$ cat src/rtl/ngfe_pkg.sv
package ngfe_pkg;

  localparam logic [7:0] CH_DOLLAR = 8'h24;
  localparam logic [7:0] CH_G      = 8'h47;
  localparam logic [7:0] CH_A      = 8'h41;
  localparam logic [7:0] CH_COMMA  = 8'h2C;

  localparam logic [3:0] FIELDS = 4'd9;

  localparam logic [7:0] CAPTURE_WINDOW_RESET = 8'd55;

  localparam logic [2:0] HS_HUNT  = 3'd0;
  localparam logic [2:0] HS_SKIP1 = 3'd1;
  localparam logic [2:0] HS_SKIP2 = 3'd2;
  localparam logic [2:0] HS_G1    = 3'd3;
  localparam logic [2:0] HS_G2    = 3'd4;
  localparam logic [2:0] HS_A     = 3'd5;
  localparam logic [2:0] HS_COMMA = 3'd6;

  typedef struct packed {
    logic [2:0] header_stage;
    logic       capturing;
    logic [3:0] field_index;
    logic [3:0] position_in_field;
    logic [7:0] window_used;
  } gga_state_t;

  typedef struct packed {
    logic       emit;
    logic       char_valid;
    logic [3:0] field_number;
    logic [3:0] char_position;
    logic [7:0] char_value;
    logic       record_done;
  } gga_result_t;

  // max characters kept per field: time, lat, N/S, lon, E/W, quality, sats, HDOP, alt
  function automatic logic [3:0] field_limit(input logic [3:0] idx);
    logic [3:0] lim;
    case (idx)
      4'd0: lim = 4'd9;
      4'd1: lim = 4'd11;
      4'd2: lim = 4'd1;
      4'd3: lim = 4'd12;
      4'd4: lim = 4'd1;
      4'd5: lim = 4'd1;
      4'd6: lim = 4'd2;
      4'd7: lim = 4'd3;
      4'd8: lim = 4'd7;
      default: lim = 4'd0;
    endcase
    return lim;
  endfunction

endpackage

$ cat src/rtl/ngfe_step.sv
module ngfe_step
  import ngfe_pkg::*;
(
  input  gga_state_t  st,
  input  logic [7:0]  rx,
  input  logic [7:0]  capture_window,
  output gga_state_t  st_next,
  output gga_result_t res
);

  logic [8:0] used;
  logic [8:0] limit;
  logic [3:0] fidx_inc;
  logic       done;
  logic       valid;

  always_comb begin
    st_next  = st;
    res      = '0;
    done     = 1'b0;
    valid    = 1'b0;
    used     = {1'b0, st.window_used} + 9'd1;
    limit    = (capture_window == 8'd0) ? 9'd256 : {1'b0, capture_window};
    fidx_inc = st.field_index + 4'd1;

    if (!st.capturing) begin
      case (st.header_stage)
        HS_HUNT:  st_next.header_stage = (rx == CH_DOLLAR) ? HS_SKIP1 : HS_HUNT;
        HS_SKIP1: st_next.header_stage = HS_SKIP2;
        HS_SKIP2: st_next.header_stage = HS_G1;
        HS_G1:    st_next.header_stage = (rx == CH_G) ? HS_G2 : HS_HUNT;
        HS_G2:    st_next.header_stage = (rx == CH_G) ? HS_A : HS_HUNT;
        HS_A:     st_next.header_stage = (rx == CH_A) ? HS_COMMA : HS_HUNT;
        HS_COMMA: begin
          st_next                   = '0;
          st_next.capturing         = 1'b1;
        end
        default:  st_next.header_stage = HS_HUNT;
      endcase
    end else begin
      if (rx == CH_COMMA) begin
        st_next.field_index       = fidx_inc;
        st_next.position_in_field = 4'd0;
        if (fidx_inc >= FIELDS) begin
          done = 1'b1;
        end
      end else if (st.field_index < FIELDS) begin
        if (st.position_in_field < field_limit(st.field_index)) begin
          valid                     = 1'b1;
          st_next.position_in_field = st.position_in_field + 4'd1;
        end
      end else begin
        done = 1'b1;
      end

      if (used >= limit) begin
        done = 1'b1;
      end
      st_next.window_used = used[7:0];

      if (done) begin
        st_next = '0;
      end

      res.emit        = valid | done;
      res.char_valid  = valid;
      res.record_done = done;
      if (valid) begin
        res.field_number  = st.field_index;
        res.char_position = st.position_in_field;
        res.char_value    = rx;
      end
    end
  end

endmodule

$ cat src/rtl/nmea_gga_field_extractor.sv
// channel  | handshake            | payload
// ---------+----------------------+-----------------------------------------------
// in       | in_valid / in_ready  | rx_byte
// out      | out_valid / out_ready| char_valid field_number char_position
//          |                      | char_value record_done
// cfg      | cfg_wr_en            | cfg_wr_data (capture_window)
//
// One byte per cycle unless output stalls: input register, parse logic, result register.
// A byte's result is registered once the result register is free or being taken.
// A byte that yields no result still updates the parser state and produces no transfer.
// Sync reset clears the parser to hunting and capture_window to 55.
// Output stall backs up into the input register, then in_ready drops.
module nmea_gga_field_extractor
  import ngfe_pkg::*;
(
  input  logic       clk,
  input  logic       rst,
  input  logic       cfg_wr_en,
  input  logic [7:0] cfg_wr_data,
  input  logic       in_valid,
  output logic       in_ready,
  input  logic [7:0] rx_byte,
  output logic       out_valid,
  input  logic       out_ready,
  output logic       char_valid,
  output logic [3:0] field_number,
  output logic [3:0] char_position,
  output logic [7:0] char_value,
  output logic       record_done
);

  logic [7:0]  capture_window;
  logic [7:0]  rx_q;
  logic        rx_q_valid;
  gga_state_t  st;
  gga_state_t  st_next;
  gga_result_t res;
  gga_result_t out_q;
  logic        step_en;

  ngfe_step u_step (
    .st             (st),
    .rx             (rx_q),
    .capture_window (capture_window),
    .st_next        (st_next),
    .res            (res)
  );

  assign step_en  = rx_q_valid & (~out_valid | out_ready);
  assign in_ready = ~rx_q_valid | step_en;

  always_ff @(posedge clk) begin
    if (rst) begin
      capture_window <= CAPTURE_WINDOW_RESET;
    end else if (cfg_wr_en) begin
      capture_window <= cfg_wr_data;
    end
  end

  always_ff @(posedge clk) begin
    if (rst) begin
      rx_q_valid <= 1'b0;
    end else if (in_ready) begin
      rx_q_valid <= in_valid;
    end
  end

  always_ff @(posedge clk) begin
    if (in_ready && in_valid) begin
      rx_q <= rx_byte;
    end
  end

  always_ff @(posedge clk) begin
    if (rst) begin
      st <= '0;
    end else if (step_en) begin
      st <= st_next;
    end
  end

  always_ff @(posedge clk) begin
    if (rst) begin
      out_valid <= 1'b0;
    end else if (step_en && res.emit) begin
      out_valid <= 1'b1;
    end else if (out_ready) begin
      out_valid <= 1'b0;
    end
  end

  always_ff @(posedge clk) begin
    if (step_en && res.emit) begin
      out_q <= res;
    end
  end

  assign char_valid    = out_q.char_valid;
  assign field_number  = out_q.field_number;
  assign char_position = out_q.char_position;
  assign char_value    = out_q.char_value;
  assign record_done   = out_q.record_done;

  a_capture_no_header: assert property (@(posedge clk) disable iff (rst)
    st.capturing |-> st.header_stage == HS_HUNT)
    else $error("header stage active while capturing");

  a_field_range: assert property (@(posedge clk) disable iff (rst)
    st.capturing |-> st.field_index < FIELDS)
    else $error("field index out of range while capturing");

  a_result_nonempty: assert property (@(posedge clk) disable iff (rst)
    out_valid |-> (char_valid || record_done))
    else $error("empty result presented");

  a_done_clears: assert property (@(posedge clk) disable iff (rst)
    (step_en && res.record_done) |=> !st.capturing)
    else $error("capture continued after record end");

  a_no_char_zero: assert property (@(posedge clk) disable iff (rst)
    (out_valid && !char_valid) |->
      (field_number == 4'd0 && char_position == 4'd0 && char_value == 8'd0))
    else $error("stale character fields on done-only result");

endmodule

$ cat config.mk
export PLATFORM = sky130hd
export DESIGN_NAME = nmea_gga_field_extractor
export DESIGN_NICKNAME = d
export VERILOG_FILES = /design/src/rtl/ngfe_pkg.sv /design/src/rtl/ngfe_step.sv /design/src/rtl/nmea_gga_field_extractor.sv
export SDC_FILE = /design/constraint.sdc
export NUM_CORES = 1
export LEC_CHECK = 0
export ABC_AREA = 1
export BUFFER_PORTS_ARGS = -buffer_cell sky130_fd_sc_hd__buf_2
export CAP_MARGIN = 20
export CELL_PAD_IN_SITES_DETAIL_PLACEMENT = 0
export CELL_PAD_IN_SITES_GLOBAL_PLACEMENT = 2
export CORE_ASPECT_RATIO = 0.9
export CORE_MARGIN = 4
export CORE_UTILIZATION = 31
export DETAILED_ROUTE_END_ITERATION = 10
export PLACE_DENSITY = 0.86
export SETUP_SLACK_MARGIN = 0.4
export SYNTH_ARGS = -nofsm -noshare
export SYNTH_HDL_FRONTEND = slang
export SYNTH_SLANG_ARGS = --single-unit
$ cat constraint.sdc
create_clock -name clk -period 2.69 [get_ports clk]
set_input_delay 0.538 -clock clk [delete_from_list [all_inputs] [get_ports clk]]
set_output_delay 0.538 -clock clk [all_outputs]
set_load 0.005 [all_outputs]
=== After elaboration in Yosys (flattened, before gate mapping) ===
Memories as Yosys holds them, arrays and structs flattened. A register that Yosys moved wholly into a read port is not among the register bits.
Index checks and enable logic that the tools add are counted.

* Register bits after elaboration: 56
* ROM bits: 64
* Input port bits: 21
* Output and inout port bits: 20
* Word-level logic and storage cells: 84
* Memories: 1

* $add $sub $neg: 3
* Magnitude comparators: 4
* Equality and inequality tests: 14
* Muxes and demuxes: 31
* Bitwise logic cells: 6
* Reduce and logical (&&, ||, !) cells: 11

{| class="wikitable"
|+ Memory list
! name !! words !! width !! read ports !! clocked after Yosys merged registers in !! write ports !! RTL line !! text
|-
| (name not given) || 16 || 4 || 1 || 1 || 0 || ngfe_pkg.sv:40 || <nowiki>case (idx)</nowiki>
|}

{| class="wikitable"
|+ Operators with widths
! cell !! number
|-
| 20-bit 2-to-1 mux || 2
|-
| 4-bit 2-to-1 mux || 9
|-
| 19-bit 2-to-1 mux || 1
|-
| 3-bit one-hot mux with 6 select lines || 1
|-
| 17-bit 2-to-1 mux || 1
|-
| 8-bit by 6-bit == test with 1-bit output, second input constant || 2
|-
| 8-bit by 7-bit == test with 1-bit output, second input constant || 2
|-
| 16-bit 2-to-1 mux || 1
|-
| 1-bit 2-to-1 mux || 12
|-
| 8-bit by 1-bit adder with 9-bit output, second input constant || 1
|-
| 3-bit == test, second input constant || 3
|-
| 9-bit >= comparator || 1
|-
| 3-bit 2-to-1 mux || 3
|-
| 9-bit 2-to-1 mux || 1
|-
| 4-bit by 1-bit adder with 4-bit output, second input constant || 2
|-
| 8-bit logical NOT || 1
|-
| 4-bit by 1-bit != test with 1-bit output, second input constant || 2
|-
| 3-bit by 2-bit == test with 1-bit output, second input constant || 2
|-
| 2-bit AND reduction || 3
|-
| 4-bit >= comparator, second input constant || 1
|-
| 4-bit less-than comparator || 1
|-
| 4-bit less-than comparator, second input constant || 1
|-
| 4-bit AND reduction || 1
|-
| 2-bit nonzero test || 2
|-
| other kinds (9) || 13
|}

=== Longest topological paths before layout ===
* Word-level depth: 13
* Depth in mapped cells: 21
* Depth with buffers taken out: 21

=== Modules after synthesis ===
A second synthesis with hierarchy kept.

* Cell total of the unflattened synthesis: 465
* Area total of the unflattened synthesis: 3647.2 um2

{| class="wikitable"
|+ Modules (own cells, without submodules)
! module !! times used !! cells an instance !! area an instance (um2) !! sequential area each (um2)
|-
| nmea_gga_field_extractor || 1 || 209 || 2180.8 || 1381.3
|-
| ngfe_step || 1 || 256 || 1466.4 || 0.0
|}

=== Worst setup path before layout ===
No wires, ideal clock.

* Path type: flip-flop to flip-flop
* From: register st[2] (netlist name)
* To: register out_q (netlist bit char_position[0]) (enable)
* Setup time: 373 ps
* Arrival: 2300 ps
* Required time: 2317 ps
* Slack: 17 ps
* Stages on the path, launching flop included: 16
* Buffers on the path: 0
* Clock period less this slack: 2673 ps
* Cells stage by stage: dfxtp_1 nand2_1 nor2_1 nand4_1 nor2_1 xor2_1 inv_1 ha_1 nand2_1 nor2_1 nand3_1 nand3_1 nor2_1 nor2_1 o21ai_0 inv_1

* Longest elaborated chain between the ends: 7

{| class="wikitable"
|+ RTL lines
! item !! RTL line !! text
|-
| 8-bit by 1-bit adder with 9-bit output || ngfe_step.sv:22 || <nowiki>used = {1'b0, st.window_used} + 9'd1;</nowiki>
|-
| 9-bit >= comparator || ngfe_step.sv:56 || <nowiki>if (used >= limit) begin</nowiki>
|-
| 1-bit 2-to-1 mux || ngfe_step.sv:56 ||
|-
| 1-bit 2-to-1 mux || ngfe_step.sv:26 || <nowiki>if (!st.capturing) begin</nowiki>
|-
| 1-bit bitwise OR || ngfe_step.sv:65 || <nowiki>res.emit = valid | done;</nowiki>
|-
| 19-bit 2-to-1 mux || ngfe_step.sv:26 ||
|-
| 1-bit logical AND || nmea_gga_field_extractor.sv:93 || <nowiki>if (step_en && res.emit) begin</nowiki>
|-
| end signal: assignment || nmea_gga_field_extractor.sv:94 || <nowiki>out_q <= res;</nowiki>
|-
| end: declaration || nmea_gga_field_extractor.sv:38 || <nowiki>gga_result_t out_q;</nowiki>
|}

No other way between the ends. The select of a mux whose other input is x is not followed.
A chain may end at the register's enable or synchronous reset.

=== Worst setup path in the final report ===
* From: register st[0] (netlist name)
* To: register out_q (netlist bit char_value[4]) (enable)

* Longest elaborated chain between the ends: 7

{| class="wikitable"
|+ RTL lines
! item !! RTL line
|-
| 8-bit by 1-bit adder with 9-bit output || ngfe_step.sv:22
|-
| 9-bit >= comparator || ngfe_step.sv:56
|-
| 1-bit 2-to-1 mux || ngfe_step.sv:56
|-
| 1-bit 2-to-1 mux || ngfe_step.sv:26
|-
| 1-bit bitwise OR || ngfe_step.sv:65
|-
| 19-bit 2-to-1 mux || ngfe_step.sv:26
|-
| 1-bit logical AND || nmea_gga_field_extractor.sv:93
|}

No other way between the ends. The select of a mux whose other input is x is not followed.

==> results by group <==
Status
  • Status: finished clean

Drt
  • Antenna-violating nets left: 0
  • Residual DRC: 0
  • Pre-antenna DRT Iters: 4
  • Total vias in the final route: 2719
  • WL/cell: 12.4 µm
  • DR iter-0 viols: just over 90
  • Via/cell ratio: 4.62
  • Final WL: ~7300 µm

Place
  • Dpl hpwl: 5030 µm
  • Port Buffers: 40
  • Placer Congestion: 0.822
  • Pre-CTS WS: -0.0999 ns

Timing
  • Final Max Tran Viols: 0
  • RSZ-0062 raised after global routing: true
  • Slew HR: approximately 48%
  • Hold slack: just under 0.4 ns
  • Final setup viols: 0
  • Fin Setup TNS: 0 ns
  • Fin. Hold Viols: 0
  • Slew @ Worst Pin: ~0.77 ns
  • Clk_skew: ~0.0042 ns
  • Final Critical Period: roughly 2.7 ns
  • Final WS setup: roughly 0.0044 ns
  • Fin crit share: between 90% and 100%
  • Maximum clock rate: roughly 370 MHz

Critical path
  • Worst-path maximum fanout: 4
  • CP Launch Type: flop
  • CP max stage delay: 0.37 ns
  • Critical setup path kind: reg -> reg
  • CP max stage cell: dfxtp_4
  • Critical Path Most Common Cell: nor2_4
  • CP top delay family: simple AND/OR/NAND/NOR gates
  • CP Cell Sequence: inv_4 > nor2_4 > nand4_1 > nor2_1 > xor2_1 > inv_1 > ha_1 > nand2_2 > a21oi_2 > nor2_4 > nand3_2 > nor2_4 > nor2_4 > o21ai_4 > inv_2 > buf_6 > clkbuf_16
  • Crit path DAT: approximately 2.8 ns
  • Critical path endpoint category: flop
  • Critical Path RT: between 2 and 3 ns
  • Bufs and invs on worst path: 5

Global route
  • First-pass GRT wire length: between 10000 and 15000 µm
  • Vias in the first global route: around 2.6k
  • Largest net degree at the start of global routing: 21
  • Global Route Usage Sum: between 10% and 20%
  • Initial antenna violation count: 0
  • Total grt overflow: 0

Job
  • Max cap viols: 0

Floorplanning
  • Core Rows: 34
  • Die area: between 0.01 and 0.015 mm²
  • Initial Util: between 30% and 40%
  • # IOs: 41
  • Die X: 114 µm
  • Die span in y: between 100 and 150 µm
  • CORE AREA: 0.00983 mm²

Finish
  • Area Growth Syn to Fin: 38.5%
  • Antenna Diode Count: 0
  • Most frequent cells in the layout: nand2_1 (52), inv_1 (47), buf_2 (40)
  • Leading cell type in the layout, fill and taps excluded: nand2_1
  • Fraction of layout cells with a size suffix above 1: a little under two fifths
  • FILL cells: slightly below 1k
  • Nets: 495
  • Final design utilization: roughly 45%

Pwr
  • Total chip power: roughly 2.2 mW
  • Max VDD drop: ~0.4 mV
  • Lkg Pwr: between 2 and 2.5 nW
  • Power per cell area: approximately 490 mW/mm²

Yosys
  • Post-Syn Area: 0.00316 mm²
  • Gate Count Post-Synth: roughly 380
  • Fraction of registers with async set/reset: 0%
  • Synth cell types: 35
  • Post-Syn Area per Cell: between 8 and 9 µm²
  • Register area share after synthesis: 46.2%
  • Yosys reg bits: 60
  • Syn nets: around 420
  • Post-synth EDFFs: 26
  • Yosys warns: 0
  • Primary FF master, synth: dfxtp_1

Clocking
  • Clock buffer depth: 2
  • Root Driver: clkbuf_16
  • Hold Buf Count CTS: 0
  • CTS tree: yes
  • Cts bufs inserted: 9
  • Worst skew pair latency: around 0.32 ns
  • Sink Count: 60
  • Reg clk slew, reported paths: ~0.050 ns
  • CTS H-Tree Depth: 3

Min path
  • Hold crit path type: in -> reg
flip-flops by register name (all words and copies together), names as in the netlist, named ones only:
name	flops
capture_window	8
char_position	4
char_valid	1
char_value	8
field_number	4
out_valid	1
record_done	1
rx_q	8
rx_q_valid	1
st	20
final timing paths:
path	startpoint	end	slack, ns	depth (start not counted)
max	st[0]	char_value[4]	0.004	17
min reg2reg	st[7]	st[7]	0.47	2
min	rx_byte[5]	rx_q[5]	0.39	1
max reg2reg	st[0]	char_value[4]	0.004	17
area by class of cell:
type / count / area (µm²) / area share (%)
multi-input combinational: 250 / 1650 / 37.7
clock inverter: 6 / 56.3 / 1.28
sequential: 60 / 1470 / 33.6
timing repair buffer: 75 / 573 / 13.1
clock buffer: 10 / 229 / 5.23
inverter: 61 / 241 / 5.51
tap: 126 / 158 / 3.60
synthesized netlist by cell type (4+ instances only):
library cell / n / share of area, %
a21oi_1: 29 / 4.6
dfxtp_1: 34 / 22
nand4_1: 4 / 0.79
nor2_1: 44 / 5.2
edfxtp_1: 26 / 25
clkbuf_1: 5 / 0.59
inv_2: 8 / 0.95
nor3_1: 6 / 0.95
nand3_1: 21 / 3.3
nand2_2: 9 / 1.8
inv_1: 52 / 6.2
nor4_1: 4 / 0.79
nor2_2: 6 / 1.2
o21ai_0: 14 / 2.2
xor2_1: 5 / 1.4
nor2_4: 5 / 1.8
ha_1: 17 / 6.7
nand2_1: 65 / 7.7
repair_timing:
action / 4_1_cts / 5_1_grt
pin swaps: 15 / 16
gates resized for setup: 34 / 22
setup buffers: 22 / 5
endpoints found under the setup margin: 43 / 60
cloned: 1 / 2
power by group:
group          switching [mW]  total, mW  internal, mW  leakage, nW
Combinational          0.0551     0.0865        0.0315         1.34
Sequential             0.0117      0.975         0.963        0.567
Clock                   0.393       1.10         0.708        0.141
Total                   0.460       2.16          1.70         2.05
through the flow:
| stage | area [µm²] | cells |
|---|---|---|
| finish | 4380 | 588 |
| global route | 4380 | 588 |
| CTS | 4210 | 581 |
| detailed placement | 3600 | 542 |
| global placement | 3600 | 542 |
| floorplan | 3220 | 378 |
logic make-up after synthesis:
family	Yosys count	synth area share [%]
AND/OR/NAND/NOR	175	28.2
buffers and inverters	68	8.23
flip-flops	60	46.2
AO/OA/AOI/OAI	52	8.98
adder cells (fa/ha/maj)	17	6.72
XOR/XNOR	6	1.66
layer usage:
metal  global-route usage [%]  wire [µm]  up-vias
li1                         -          -     1403
met1                     15.9       3380     1239
met5                        0          0        -
met3                     3.21        408       10
met2                     19.2       3420       67
met4                     5.51         82        0
No activity file was read; power rests on OpenSTA's default activity.
